==> src/bgf_pkg.sv <==
// shared constants, widths and types for the bilinear gradient fill unit
// no dependencies; imported by every module of the block

package bgf_pkg;

   // largest rectangle side; larger programmed sides are clipped to this
   localparam int unsigned MAX_SIDE = 4096;

   // field widths
   localparam int POS_W      = 12;
   localparam int SIDE_W     = 13;
   localparam int CHAN_W     = 8;
   localparam int NUM_CHAN   = 4;
   localparam int NUM_CORNER = 4;
   localparam int CORNER_W   = CHAN_W * NUM_CHAN;
   localparam int REQ_W      = 2 * POS_W;
   localparam int RSP_W      = CHAN_W * NUM_CHAN;
   localparam int CSR_IDX_W  = 3;
   localparam int CSR_DATA_W = 32;

   // fraction in units of 1/65536, the value one included
   localparam int FRAC_BITS = 16;
   localparam int QUO_W     = FRAC_BITS + 1;

   // restoring divider split over pipeline stages
   localparam int DIV_STEPS_PER_STAGE = 4;
   localparam int DIV_STAGES = (QUO_W + DIV_STEPS_PER_STAGE - 1) / DIV_STEPS_PER_STAGE;

   // interpolation widths
   localparam int EDGE_W  = CHAN_W + FRAC_BITS;
   localparam int CROSS_W = EDGE_W + FRAC_BITS;

   // pipeline stage numbers
   localparam int STG_CLAMP   = 0;
   localparam int STG_VERT    = STG_CLAMP + DIV_STAGES + 1;
   localparam int STG_HORIZ   = STG_VERT + 1;
   localparam int STG_SUM     = STG_HORIZ + 1;
   localparam int PIPE_STAGES = STG_SUM + 1;

   // corner order in the register map and in the corner arrays
   localparam int CORNER_TL = 0;
   localparam int CORNER_TR = 1;
   localparam int CORNER_BR = 2;
   localparam int CORNER_BL = 3;

   // alpha is the last channel (lowest byte of a packed colour)
   localparam int CHAN_ALPHA = 3;

   typedef logic [CHAN_W-1:0] chan_type;
   typedef logic [QUO_W-1:0]  frac_type;

   typedef enum logic [CSR_IDX_W-1:0] {
      CSR_TOP_LEFT     = 3'd0,
      CSR_TOP_RIGHT    = 3'd1,
      CSR_BOTTOM_RIGHT = 3'd2,
      CSR_BOTTOM_LEFT  = 3'd3,
      CSR_RECT_WIDTH   = 3'd4,
      CSR_RECT_HEIGHT  = 3'd5,
      CSR_PREMULTIPLY  = 3'd6
   } csr_index_type;

   // load enables of the three interpolation stages
   typedef struct packed {
      logic vert_adv;
      logic horiz_adv;
      logic sum_adv;
   } lerp_adv_type;

endpackage

==> src/bgf_chan_lerp.sv <==
// one colour channel of the bilinear blend: vertical edges, then across
// depends on bgf_pkg; three register stages, load enables from the top level

module bgf_chan_lerp (
   input  logic                  clock,
   input  bgf_pkg::lerp_adv_type adv,
   input  bgf_pkg::chan_type     top_left,
   input  bgf_pkg::chan_type     top_right,
   input  bgf_pkg::chan_type     bottom_right,
   input  bgf_pkg::chan_type     bottom_left,
   input  bgf_pkg::frac_type     frac_x,
   input  bgf_pkg::frac_type     frac_y,
   output bgf_pkg::chan_type     chan_out
);
   import bgf_pkg::*;

   logic [EDGE_W-1:0]  left_ff, left_in;
   logic [EDGE_W-1:0]  right_ff, right_in;
   frac_type           fx_ff;
   logic [EDGE_W-1:0]  base_ff;
   logic [CROSS_W-1:0] cross_ff, cross_in;
   chan_type           chan_ff, chan_in;

   logic signed [CHAN_W:0]             dl, dr;
   logic signed [CHAN_W+QUO_W+1:0]     lprod, rprod;
   logic signed [EDGE_W:0]             dc;
   logic signed [EDGE_W+QUO_W+1:0]     cprod;
   logic [CROSS_W-1:0]                 sum;

   // edges: c0 * 2^16 + (c1 - c0) * fy, exact and within 24 bits
   always_comb begin
      dl       = $signed({1'b0, bottom_left}) - $signed({1'b0, top_left});
      dr       = $signed({1'b0, bottom_right}) - $signed({1'b0, top_right});
      lprod    = dl * $signed({1'b0, frac_y});
      rprod    = dr * $signed({1'b0, frac_y});
      left_in  = {top_left, {FRAC_BITS{1'b0}}} + lprod[EDGE_W-1:0];
      right_in = {top_right, {FRAC_BITS{1'b0}}} + rprod[EDGE_W-1:0];
   end

   // across: (right - left) * fx, the base is added in the next stage
   always_comb begin
      dc       = $signed({1'b0, right_ff}) - $signed({1'b0, left_ff});
      cprod    = dc * $signed({1'b0, fx_ff});
      cross_in = cprod[CROSS_W-1:0];
   end

   // final sum, keep the top byte
   always_comb begin
      sum     = {base_ff, {FRAC_BITS{1'b0}}} + cross_ff;
      chan_in = sum[CROSS_W-1 -: CHAN_W];
   end

   always_ff @(posedge clock) begin
      if (adv.vert_adv) begin
         left_ff  <= left_in;
         right_ff <= right_in;
         fx_ff    <= frac_x;
      end
      if (adv.horiz_adv) begin
         base_ff  <= left_ff;
         cross_ff <= cross_in;
      end
      if (adv.sum_adv) begin
         chan_ff  <= chan_in;
      end
   end

   assign chan_out = chan_ff;

endmodule

==> config.mk <==
export PLATFORM = sky130hd
export DESIGN_NAME = bgf_chan_lerp
export DESIGN_NICKNAME = d
export VERILOG_FILES = /design/src/bgf_pkg.sv /design/src/bgf_chan_lerp.sv
export SDC_FILE = /design/constraint.sdc
export NUM_CORES = 2
export LEC_CHECK = 0
export CORE_UTILIZATION = 40
export DETAILED_ROUTE_END_ITERATION = 8
export DONT_BUFFER_PORTS = 1
export SLEW_MARGIN = 20
export SYNTH_ARGS = -nofsm -noshare
export SYNTH_HDL_FRONTEND = slang
export SYNTH_SLANG_ARGS = --single-unit
==> constraint.sdc <==
create_clock -name clock -period 8.7 [get_ports clock]
set_clock_uncertainty 0.2 [all_clocks]
set_input_delay 0.87 -clock clock [delete_from_list [all_inputs] [get_ports clock]]
set_output_delay 0.87 -clock clock [all_outputs]
set_load 0.1 [all_outputs]
# After elaboration in Yosys (flattened, before gate mapping)

Index checks and enable logic that the tools add are counted.
Widths: inputs -> output; s select.

Flip-flop bits (word level): 137
Bits of input ports: 70
Word-level logic and storage cells: 15
Output and inout bits: 8

Add/sub/neg operators: 6
$mul: 3

Operator list:

| operator       | number |
|---|---|
| $add 24x24->24 | 2 |
| $mul 9x18->24  | 2 |
| $add 40x40->40 | 1 |
| $mul 25x18->40 | 1 |
| $sub 24x24->25 | 1 |
| $sub 8x8->9    | 2 |

# Depth between registers and ports, before layout

Depth after elaboration: 3
Mapped depth: 35
Mapped depth without buffers: 34

# Least setup slack after synthesis

Ideal clock, no wire load.

Path type: flip-flop to flip-flop
Start point: reg left_ff[1]
End point: reg cross_ff[39] (data pin)
Buffers on the path: 1
Required time: 8.235 ns
Library setup time: 0.265 ns
Cell stages (with the launch flop): 31
Data arrival time: 7.679 ns
Period minus slack after synthesis: 8.145 ns
Slack: 0.555 ns
Path through: edfxtp_1 inv_1 ha_1 nor2b_1 o31a_1 o211a_1 a41o_1 a21o_1 a21oi_1 xnor2_1 clkbuf_1 nand2_1 fa_1 fa_1 fa_1 fa_1 inv_1 fa_1 inv_1 fa_1 inv_1 ha_1 a21o_1 a211oi_2 o21ai_2 a21oi_2 a31oi_1 a31o_1 o211a_1 o311ai_1 xnor2_1

Longest elaborated chain between the ends: 2

RTL lines:

| element                  | RTL line            | source |
|---|---|---|
| start: declaration       | bgf_chan_lerp.sv:17 | `logic [EDGE_W-1:0] left_ff, left_in;` |
| start signal: assignment | bgf_chan_lerp.sv:55 | `left_ff <= left_in;` |
| $sub 24x24->25           | bgf_chan_lerp.sv:42 | `dc = $signed({1'b0, right_ff}) - $signed({1'b0, left_ff});` |
| $mul 25x18->40           | bgf_chan_lerp.sv:43 | `cprod = dc * $signed({1'b0, fx_ff});` |
| via cprod[39]            | bgf_chan_lerp.sv:27 | `logic signed [EDGE_W+QUO_W+1:0] cprod;` |
| end signal: assignment   | bgf_chan_lerp.sv:61 | `cross_ff <= cross_in;` |
| end: declaration         | bgf_chan_lerp.sv:21 | `logic [CROSS_W-1:0] cross_ff, cross_in;` |

The timed path passes the listed nets, and every way through them passes these cells.
A chain may end at the register's enable or synchronous reset.

# Worst setup path after layout

Start point: reg right_ff[0]
End point: reg cross_ff[39] (data pin)

Longest elaborated chain between the ends: 2

RTL lines:

| element                  | RTL line            | source |
|---|---|---|
| start: declaration       | bgf_chan_lerp.sv:18 | `logic [EDGE_W-1:0] right_ff, right_in;` |
| start signal: assignment | bgf_chan_lerp.sv:56 | `right_ff <= right_in;` |
| $sub 24x24->25           | bgf_chan_lerp.sv:42 |  |
| $mul 25x18->40           | bgf_chan_lerp.sv:43 |  |
| via cprod[39]            | bgf_chan_lerp.sv:27 |  |

The timed path passes the listed nets, and every way through them passes these cells.

==> impl_metrics.yaml <==
outcome:
  outcome: "complete, but fails checks"
  violations: "DRC"
timing:
  timing.final.crit_share_pct: 96.1
  finalHoldViolCount: 0
  worstMarginPinSlew_ns: 1.10
  max_freq_ghz: 0.120
  fin_crit_ns: 8.36
  setup_viol: 0
  finalSetupTns_ns: 0
  final-max-slew-violation-count: 0
  hold_ws_ns: 0.251
  maxSlewHeadroom_pct: 26.9
synthesis:
  async_flop_share_pct: 0
  yosys-top-cells-count: "inv_1 (777), fa_1 (623), nand2_1 (361)"
  yosysSeqAreaShare_pct: 12.2
  synth_top_area_share_pct: 42.0
  ys_types: 67
  syn_inst: 3119
  yosysTopAreaCell: "fa_1"
  yosys_warnings: 0
  yosys_register_bits: 121
  synthesis.area_sq_mm: 0.0297
  synth_most_common_cell: "inv_1"
  synth.area.top_cells: "fa_1 (42%), edfxtp_1 (12%), ha_1 (11%)"
  syn_nets: 4066
  synth_edf_count: 121
  yosys_most_used_dff: "edfxtp_1"
  synth.avg_cell_area_sq_um: 9.52
final_layout:
  fillers: 7074
  final_nets: 4067
  diodes: 0
  seq_area_sq_mm: 0.00363
  drive_gt1_share_pct: 5.40
  syn_to_final_growth_pct: 7.94
  fin_util_pct: 43.8
  multiInputGateArea_sq_mm: 0.0230
  fin_cells: 4091
setup_path:
  worst_path_max_delay_cell: "fa_1"
  cpPeakStageDelay_ns: 0.61
  cp_common_cell: "fa_1"
  path_max_fanout: 5
  critical_path_class: "register to register"
  worst_setup_path_start_kind: "register"
  worstPathRequired_ns: 8.70
  crit_arrival_ns: 8.36
  critPathCaptureType: "register"
floorplan:
  initial_core_util_pct: 40.6
  coreArea_sq_mm: 0.0732
  row_count: 99
  die_w_um: 274
  io_pins: 78
  dieHeight_um: 274
  dieArea_sq_mm: 0.0753
placement:
  io_buffers: 0
  routabilityCongestion: 0.854
  dpl.cell_count: 4052
  dp_hpwl_mm: 56.5
global_routing:
  grt_start_max_net_pins: 66
  gr-total-overflow: 0
  antenna_found_initial: 1
  grt_pass1_wl_mm: 115
  grt_pass1_vias: 21500
  grt.total_usage_pct: 19.6
cts:
  cts_tree: "built"
  h-tree-depth: 4
  clockBufferDepth: 2
  clkSinkCount: 121
  cts_inserted_buffers: 17
  hold_buffers: 0
  clkSlewWorstSetupHoldPaths_ns: 0.06
  clk_latency_ns: 0.46
  root_buffer: "clkbuf_16"
job:
  cap_violations: 0
route:
  wl_per_cell_um: 16.7
  wirelength_mm: 68.5
  vias: 19700
  drt_pass1_iterations: 6
  viasPerCell: 4.82
  ant_nets: 0
  drc: 8
  drtIter0Drc: 866
hold_path:
  hold_class: "register to register"
[flip-flops by register name, indices dropped and copies added (netlist names)]
signal,count
chan_out,8
right_ff,24
fx_ff,17
cross_ff,24
base_ff,24
left_ff,24
[kinds of logic after synthesis]
logic type	after synthesis	share of synthesized area, %
AOI/OAI and AO/OA	198	4.76
adders and majority gates	877	52.7
DFF	121	12.2
muxes	1	0.0337
xor gates and xnor gates	110	3.27
buffers and inverters	877	11.1
and+or+nand+nor	935	15.9
[worst paths after layout]
| kind | start | endpoint | slack (ns) | cells past startpoint |
|---|---|---|---|---|
| setup / recovery | right_ff[0] | cross_ff[39] | 0.34 | 34 |
| hold / removal | left_ff[9] | base_ff[9] | 0.25 | 0 |
| setup reg to reg | right_ff[0] | cross_ff[39] | 0.34 | 34 |
| hold reg to reg | left_ff[9] | base_ff[9] | 0.25 | 0 |
[repair_timing]
action / in CTS / in global routing
buffers inserted: 0 / 6
gates resized for setup: 0 / 45
setup endpoints to repair: 0 / 7
[critical path: cells and delay by family (launching register included)]
kind	cells	cell delay [ns]
DFF	1	0.38
AOI/OAI and AO/OA	12	2.43
adders and majority gates	9	3.69
and+or+nand+nor	6	0.67
xor gates and xnor gates	2	0.33
buffers and inverters	5	0.41
[cell usage in the layout, fill, tap and decap left out, types with 4 or more instances in the layout]
| cell | n |
|---|---|
| inv_1 | 775 |
| fa_1 | 620 |
| nand2_1 | 361 |
| and2_1 | 290 |
| ha_1 | 251 |
| edfxtp_1 | 121 |
| xnor2_1 | 79 |
| nor2_1 | 77 |
| nand2b_1 | 69 |
| buf_4 | 69 |
| nor2b_1 | 48 |
| a21oi_1 | 42 |
| nor3_1 | 30 |
| o21ai_0 | 28 |
| o21a_1 | 26 |
| xor2_1 | 22 |
| a21o_1 | 21 |
| clkbuf_16 | 17 |
| nand3_1 | 16 |
| or3_1 | 9 |
| a21boi_0 | 8 |
| a21oi_2 | 7 |
| and3_1 | 7 |
| a211oi_1 | 7 |
| buf_12 | 7 |
| or2_2 | 6 |
| xnor2_2 | 6 |
| o31a_1 | 5 |
| nand4_1 | 4 |
| a211o_1 | 4 |
| nor4_1 | 4 |
| clkinv_4 | 4 |
[area by class of cell]
type	instances	area share, %
multi-input combinational	2121	71.8
sequential	121	11.3
inverter	777	9.10
tap	959	3.74
timing repair buffer	82	2.35
clock buffer	20	1.36
clock inverter	11	0.316
[layer usage]
metal	vias to the layer above	part of all wire, %	GRT usage, %	routed length, um
li1	9270	-	-	-
met1	10100	46	26.6	31800
met2	310	49	33.5	33300
met3	55	3.5	2.59	2410
met4	0	1.5	4.05	1020
met5	-	0	0	0
[stage by stage]
stage                     area, sq um  setup WS [ns]
after global routing            32000        -0.0436
final                           32000          0.335
after detailed placement        31200         0.0205
after global placement          31200          0.141
after CTS                       31700        0.00802
after floorplan                 29700          0.555
Power is not shown: default switching activity piles up to over one toggle a cycle in this logic, so the estimate is an artifact.
