File: config.mk
export PLATFORM = sky130hd
export DESIGN_NAME = bgf_frac_div
export DESIGN_NICKNAME = d
export VERILOG_FILES = /design/src/bgf_pkg.sv /design/src/bgf_frac_div.sv
export SDC_FILE = /design/constraint.sdc
export NUM_CORES = 1
export LEC_CHECK = 0
export ABC_AREA = 1
export BUFFER_PORTS_ARGS = -buffer_cell sky130_fd_sc_hd__buf_2
export CAP_MARGIN = 20
export CORE_MARGIN = 1
export CORE_UTILIZATION = 35
export CTS_BUF_LIST = sky130_fd_sc_hd__clkbuf_4 sky130_fd_sc_hd__clkbuf_8
export DETAILED_ROUTE_END_ITERATION = 8
export GPL_TIMING_DRIVEN = 0
export SLEW_MARGIN = 10
export SYNTH_ARGS = -nofsm -noshare
export SYNTH_HDL_FRONTEND = slang
export SYNTH_SLANG_ARGS = --single-unit
File: constraint.sdc
create_clock -name clock -period 8.9 [get_ports clock]
set_clock_uncertainty 0.1 [all_clocks]
set_input_delay 1.78 -clock clock [delete_from_list [all_inputs] [get_ports clock]]
set_output_delay 1.78 -clock clock [all_outputs]
set_load 0.02 [all_outputs]
File: src/bgf_pkg.sv
// shared constants, widths and types for the bilinear gradient fill unit
// no dependencies; imported by every module of the block

package bgf_pkg;

   // largest rectangle side; larger programmed sides are clipped to this
   localparam int unsigned MAX_SIDE = 4096;

   // field widths
   localparam int POS_W      = 12;
   localparam int SIDE_W     = 13;
   localparam int CHAN_W     = 8;
   localparam int NUM_CHAN   = 4;
   localparam int NUM_CORNER = 4;
   localparam int CORNER_W   = CHAN_W * NUM_CHAN;
   localparam int REQ_W      = 2 * POS_W;
   localparam int RSP_W      = CHAN_W * NUM_CHAN;
   localparam int CSR_IDX_W  = 3;
   localparam int CSR_DATA_W = 32;

   // fraction in units of 1/65536, the value one included
   localparam int FRAC_BITS = 16;
   localparam int QUO_W     = FRAC_BITS + 1;

   // restoring divider split over pipeline stages
   localparam int DIV_STEPS_PER_STAGE = 4;
   localparam int DIV_STAGES = (QUO_W + DIV_STEPS_PER_STAGE - 1) / DIV_STEPS_PER_STAGE;

   // interpolation widths
   localparam int EDGE_W  = CHAN_W + FRAC_BITS;
   localparam int CROSS_W = EDGE_W + FRAC_BITS;

   // pipeline stage numbers
   localparam int STG_CLAMP   = 0;
   localparam int STG_VERT    = STG_CLAMP + DIV_STAGES + 1;
   localparam int STG_HORIZ   = STG_VERT + 1;
   localparam int STG_SUM     = STG_HORIZ + 1;
   localparam int PIPE_STAGES = STG_SUM + 1;

   // corner order in the register map and in the corner arrays
   localparam int CORNER_TL = 0;
   localparam int CORNER_TR = 1;
   localparam int CORNER_BR = 2;
   localparam int CORNER_BL = 3;

   // alpha is the last channel (lowest byte of a packed colour)
   localparam int CHAN_ALPHA = 3;

   typedef logic [CHAN_W-1:0] chan_type;
   typedef logic [QUO_W-1:0]  frac_type;

   typedef enum logic [CSR_IDX_W-1:0] {
      CSR_TOP_LEFT     = 3'd0,
      CSR_TOP_RIGHT    = 3'd1,
      CSR_BOTTOM_RIGHT = 3'd2,
      CSR_BOTTOM_LEFT  = 3'd3,
      CSR_RECT_WIDTH   = 3'd4,
      CSR_RECT_HEIGHT  = 3'd5,
      CSR_PREMULTIPLY  = 3'd6
   } csr_index_type;

   // load enables of the three interpolation stages
   typedef struct packed {
      logic vert_adv;
      logic horiz_adv;
      logic sum_adv;
   } lerp_adv_type;

endpackage

File: src/bgf_frac_div.sv
// pipelined restoring divider: frac = floor(pos * 65536 / denom), pos <= denom
// depends on bgf_pkg; one quotient bit per step, several steps per stage

module bgf_frac_div (
   input  logic                               clock,
   input  logic [bgf_pkg::DIV_STAGES-1:0]     stage_adv,
   input  logic [bgf_pkg::POS_W-1:0]          pos,
   input  logic [bgf_pkg::SIDE_W-1:0]         denom,
   output bgf_pkg::frac_type                  frac
);
   import bgf_pkg::*;

   logic [SIDE_W-1:0] rem_ff  [DIV_STAGES];
   logic [QUO_W-1:0]  quo_ff  [DIV_STAGES];
   logic [SIDE_W-1:0] rem_in  [DIV_STAGES];
   logic [QUO_W-1:0]  quo_in  [DIV_STAGES];
   logic [SIDE_W-1:0] rem_src [DIV_STAGES];
   logic [QUO_W-1:0]  quo_src [DIV_STAGES];
   logic              denom_nz;

   // a zero denominator means a side of one: fraction stays zero
   assign denom_nz = (denom != '0);

   // stage inputs: the item position for the first stage, the previous stage after
   always_comb begin
      rem_src[0] = SIDE_W'(pos);
      quo_src[0] = '0;
      for (int s = 1; s < DIV_STAGES; s++) begin
         rem_src[s] = rem_ff[s-1];
         quo_src[s] = quo_ff[s-1];
      end
   end

   // compare and subtract steps; the first step has no doubling (bit for one)
   always_comb begin
      logic [SIDE_W:0]   trial;
      logic [SIDE_W-1:0] rem;
      logic [QUO_W-1:0]  quo;
      logic              qbit;
      trial = '0;
      rem   = '0;
      quo   = '0;
      qbit  = 1'b0;
      for (int s = 0; s < DIV_STAGES; s++) begin
         rem = rem_src[s];
         quo = quo_src[s];
         for (int k = 0; k < DIV_STEPS_PER_STAGE; k++) begin
            if (s * DIV_STEPS_PER_STAGE + k < QUO_W) begin
               if (s == 0 && k == 0) begin
                  trial = {1'b0, rem};
               end else begin
                  trial = {rem, 1'b0};
               end
               qbit = denom_nz && (trial >= {1'b0, denom});
               if (qbit) begin
                  trial = trial - {1'b0, denom};
               end
               rem = trial[SIDE_W-1:0];
               quo = {quo[QUO_W-2:0], qbit};
            end
         end
         rem_in[s] = rem;
         quo_in[s] = quo;
      end
   end

   // stage registers
   always_ff @(posedge clock) begin
      for (int s = 0; s < DIV_STAGES; s++) begin
         if (stage_adv[s]) begin
            rem_ff[s] <= rem_in[s];
            quo_ff[s] <= quo_in[s];
         end
      end
   end

   assign frac = quo_ff[DIV_STAGES-1];

endmodule

Yosys cells after proc, flatten, opt, wreduce, memory -nomap -nowiden --
Memory sizes are Yosys's and may differ from the RTL's. Cells that the tools add are included.
Storage, ports and cells: bits in registers 0, RAM bits 150, input port bits 31, output and inout bits 17, word-level logic and storage cells 81, memories kept 2
Cells by class: add/sub/neg operators 17, $lt $le $gt $ge 17, mux-type cells 27, reduce and logical (&&, ||, !) cells 18
Memory list:
- quo_ff | words 5, width 17, read ports 5, clocked after Yosys merged registers in 0, wr ports 5, line bgf_frac_div.sv:14 | logic [QUO_W-1:0] quo_ff [DIV_STAGES];
- rem_ff | words 5, width 13, read ports 4, clocked after Yosys merged registers in 0, wr ports 5, line bgf_frac_div.sv:13 | logic [SIDE_W-1:0] rem_ff [DIV_STAGES];
Operators by type and width (number):
- greater-or-equal comparator 14 x 13 -> 1 bit | 16
- 2-to-1 mux 13 bit | 17
- subtractor 13 bit | 16
- logical AND 1 bit | 17
- greater-or-equal comparator 12 x 13 -> 1 bit | 1
- nonzero test 13 bit | 1
- subtractor 12 x 13 -> 13 bit | 1
- 2-to-1 mux 1 bit | 10

Logic depth before layout (Yosys ltp) --
An unclocked memory read counts as a cell.
word-level depth 13, depth in mapped cells 59, mapped depth without buffers 54

Worst setup path before layout --
Ideal clock, no wire load.
kind input to register, from input denom[0] (netlist bit), to memory rem_ff[3][0], in the netlist rem_ff[0][39], data pin, setup time 284 ps, arrival time 8881 ps, required time 8516 ps, slack -365 ps, cell stages on the path 56, path buffers 10, cells stage by stage buf_6 -> inv_2 -> buf_2 -> buf_2 -> buf_1 -> fa_1 -> nand3_1 -> nand2_1 -> nand3_1 -> nand2_1 -> nand2_1 -> nand3_2 -> nand2_2 -> buf_6 -> buf_6 -> nand2_1 -> o21ai_0 -> ha_1 -> (+20 left out) -> a21oi_1 -> nand3_1 -> nand2_2 -> buf_2 -> nand2_1 -> o21ai_0 -> ha_1 -> a21oi_1 -> o21ai_0 -> a21oi_2 -> o21ai_1 -> a31oi_2 -> nor2_1 -> nor2_2 -> nand3_2 -> nand2_2 -> buf_6 -> nor2_1
RTL lines:
- from (decl) | line bgf_frac_div.sv:8 | input logic [bgf_pkg::SIDE_W-1:0] denom,
- to (decl) | line bgf_frac_div.sv:13

==> impl_metrics.env <==
export IMPL_cts_num_sinks=109
export IMPL_die_area_sq_um=44100
export IMPL_syn_to_final_growth_pct=34.7
export IMPL_nFillCells=4094
export IMPL_whs_path_depth=0
export IMPL_drive_gt1_frac=0.301
export IMPL_dr_pass1_iters=7
export IMPL_crit_fanout=7
export IMPL_cp_depth=58
export IMPL_grt_pass1_vias=14805
export IMPL_crit_start="denom[0]"
export IMPL_crit_arrival_ns=8.87
export IMPL_critPathCaptureType="flop"
export IMPL_vias=15907
export IMPL_grt_pass1_wl_um=77900
export IMPL_viasPerCell=5.31
export IMPL_wirelength_um=52300
export IMPL_yosysMostFrequentCell="nand2_1"
export IMPL_cts_tree="done"
export IMPL_cp_top_family="buffers and inverters"
export IMPL_postLayoutCellArea_sq_um=20400
export IMPL_post_drt_wl_per_cell_um=17.5
export IMPL_startpoint_type="input port"
export IMPL_nNetsFinal=2657
export IMPL_yosys_top_cells_count="nand2_1 (545), ha_1 (208), a21oi_1 (184)"
export IMPL_final_antenna_net_count=0
export IMPL_die_h_um=210
export IMPL_cap_violations=0
export IMPL_synth_area_leader_cell="edfxtp_1"
export IMPL_cp_data_required_time_ns=9.01
export IMPL_grt_max_degree=30
export IMPL_drt_iter0_drc=1039
export IMPL_start_util=0.358
export IMPL_timing_final_crit_share=0.985
export IMPL_die_w_um=210
export IMPL_ioPinCount=48
export IMPL_dp_cells=2722
export IMPL_drcViolationCount=0
export IMPL_cts_buffers=9
export IMPL_path_common_cell="buf_4"
export IMPL_critPathMaxStageDelay_ns=0.41
export IMPL_drv_slew=0
export IMPL_max_freq_mhz=114
export IMPL_netlist_cell_type_count=57
export IMPL_clk_insertion_delay_late_ns=0.42
export IMPL_h_tree_depth=3
export IMPL_synth_edf_count=109
export IMPL_hold_ws_ns=0.317
export IMPL_netlist_area_sq_um=15100
export IMPL_crit_slowest_cell="fa_2"
export IMPL_outcome="finished clean"
export IMPL_async_flop_share=0
export IMPL_synth_seq_cells=109
export IMPL_synth_area_top_cells="edfxtp_1 (22%), ha_1 (17%), nand2_1 (14%)"
export IMPL_reg2reg_from="rem_ff[0][34]"
export IMPL_io_buffer_count=47
export IMPL_clkSlewWorstSetupHoldPaths_ns=0.13
export IMPL_synth_avg_cell_area_sq_um=7.23
export IMPL_row_count=75
export IMPL_hpwlAfterDp_um=34700
export IMPL_final_cells=2995
export IMPL_grt_overflow=0
export IMPL_path_class="input port to flop"
export IMPL_core_sq_um=42300
export IMPL_reg2reg_depth=52
export IMPL_cts_buffer_depth=2
export IMPL_min_delay_start="quo_ff[0][20]"
export IMPL_cp_num_buf_inv=50
export IMPL_min_path_type="flop to flop"
export IMPL_antenna_cells=0
export IMPL_synthCells=2094
export IMPL_cts_root_buffer="clkbuf_8"
export IMPL_slew_headroom=0.380
export IMPL_worst_pin_slew_ns=0.930
export IMPL_synth_flop_cell="edfxtp_1"
export IMPL_ys_warn_count=0
export IMPL_finalHoldViolCount=0
export IMPL_place_area_sq_um=16200
export IMPL_setup_viol=0
export IMPL_seq_area_frac_synth=0.216
export IMPL_fin_crit_ns=8.76
export IMPL_grt_usage=0.224
export IMPL_synth_net_count=2338
export IMPL_synth_top_cell_area_share=0.216
export IMPL_routabilityCongestion=0.889
export IMPL_antenna_found_initial=0
## cells in the final DEF (no fill, tap or decap), types with 12 or more instances in the layout
master / count
a21oi_2: 48
o21ai_4: 13
buf_4: 259
o21ai_0: 51
a21o_1: 17
clkinvlp_4: 12
ha_4: 56
nand2_1: 525
buf_2: 46
buf_8: 14
buf_6: 26
edfxtp_1: 109
xnor2_1: 64
nor2_1: 111
inv_2: 16
nand3_1: 145
xor2_1: 107
nor2_2: 19
inv_1: 144
ha_1: 139
o21ai_1: 50
nand2_2: 26
a21oi_4: 12
nand4_1: 29
ha_2: 13
o21ai_2: 60
nand3_2: 25
a21oi_1: 133
## worst register-to-register path, delay by kind of cell (launching register included)
kind / cells / cell delay (ns)
AO/OA/AOI/OAI: 3 / 0.48
AND/OR/NAND/NOR: 2 / 0.22
adder cells (fa/ha/maj): 1 / 0.28
flip-flops: 1 / 0.50
buffers and inverters: 46 / 5.74
## flip-flops by register name, summed over array words and instances, names as in the netlist
name / flops
rem_ff: 52
quo_ff: 57
## layer usage
metal / share of wire / wire (um) / GRT usage
met4: 0.032 / 1670 / 0.0823
met5: 0 / 0 / 0
met1: 0.43 / 22700 / 0.281
met2: 0.50 / 26000 / 0.396
met3: 0.038 / 1970 / 0.0246
## cell type report
class	count	area, sq um	share of cell area
buffer	62	644	0.0316
sequential	109	3270	0.160
multi-input combinational	1743	12300	0.603
tap	577	722	0.0354
clock inverter	7	77.6	0.00380
timing repair buffer	309	2470	0.121
clock buffer	9	124	0.00607
timing repair inverter	1	5.00	0.000245
inverter	178	778	0.0382
## final timing paths
path	end	slack (ns)
setup / recovery	quo_ff[0][54]	0.14
hold reg to reg	quo_ff[0][41]	0.32
hold / removal	quo_ff[0][41]	0.32
setup reg to reg	quo_ff[0][54]	1.36
## cell families (layout without fill, tap and decap cells)
logic type,count (synthesis),count (layout),share of synthesized area
DFF,109,109,0.216
and+or+nand+nor,927,927,0.266
xor gates and xnor gates,172,172,0.0995
buffers and inverters,242,566,0.0765
adders and majority gates,213,213,0.179
AOI/OAI and AO/OA,431,431,0.163
## timing repair
action | 4_1_cts | 5_1_grt
pin swaps | 56 | 90
endpoints found under the setup margin | 56 | 57
gates cloned | 2 | 4
gates resized for setup | 175 | 282
hold buffers | 0 | 0
buffers inserted | 153 | 102
## metrics by stage
step / setup WS [ns] / util / setup TNS [ns]
after global routing: -0.162 / 0.482 / -2.41
after CTS: 0.000500 / 0.431 / 0
after floorplan: 0.0261 / - / 0
after detailed placement: -2.12 / 0.383 / -106.34
after global placement: -2.06 / 0.380 / -104.38
final: 0.136 / 0.482 / 0
Power is left out: the tool's default activity adds up to more than one toggle a clock period on the data nets, which glitch-free logic cannot reach.
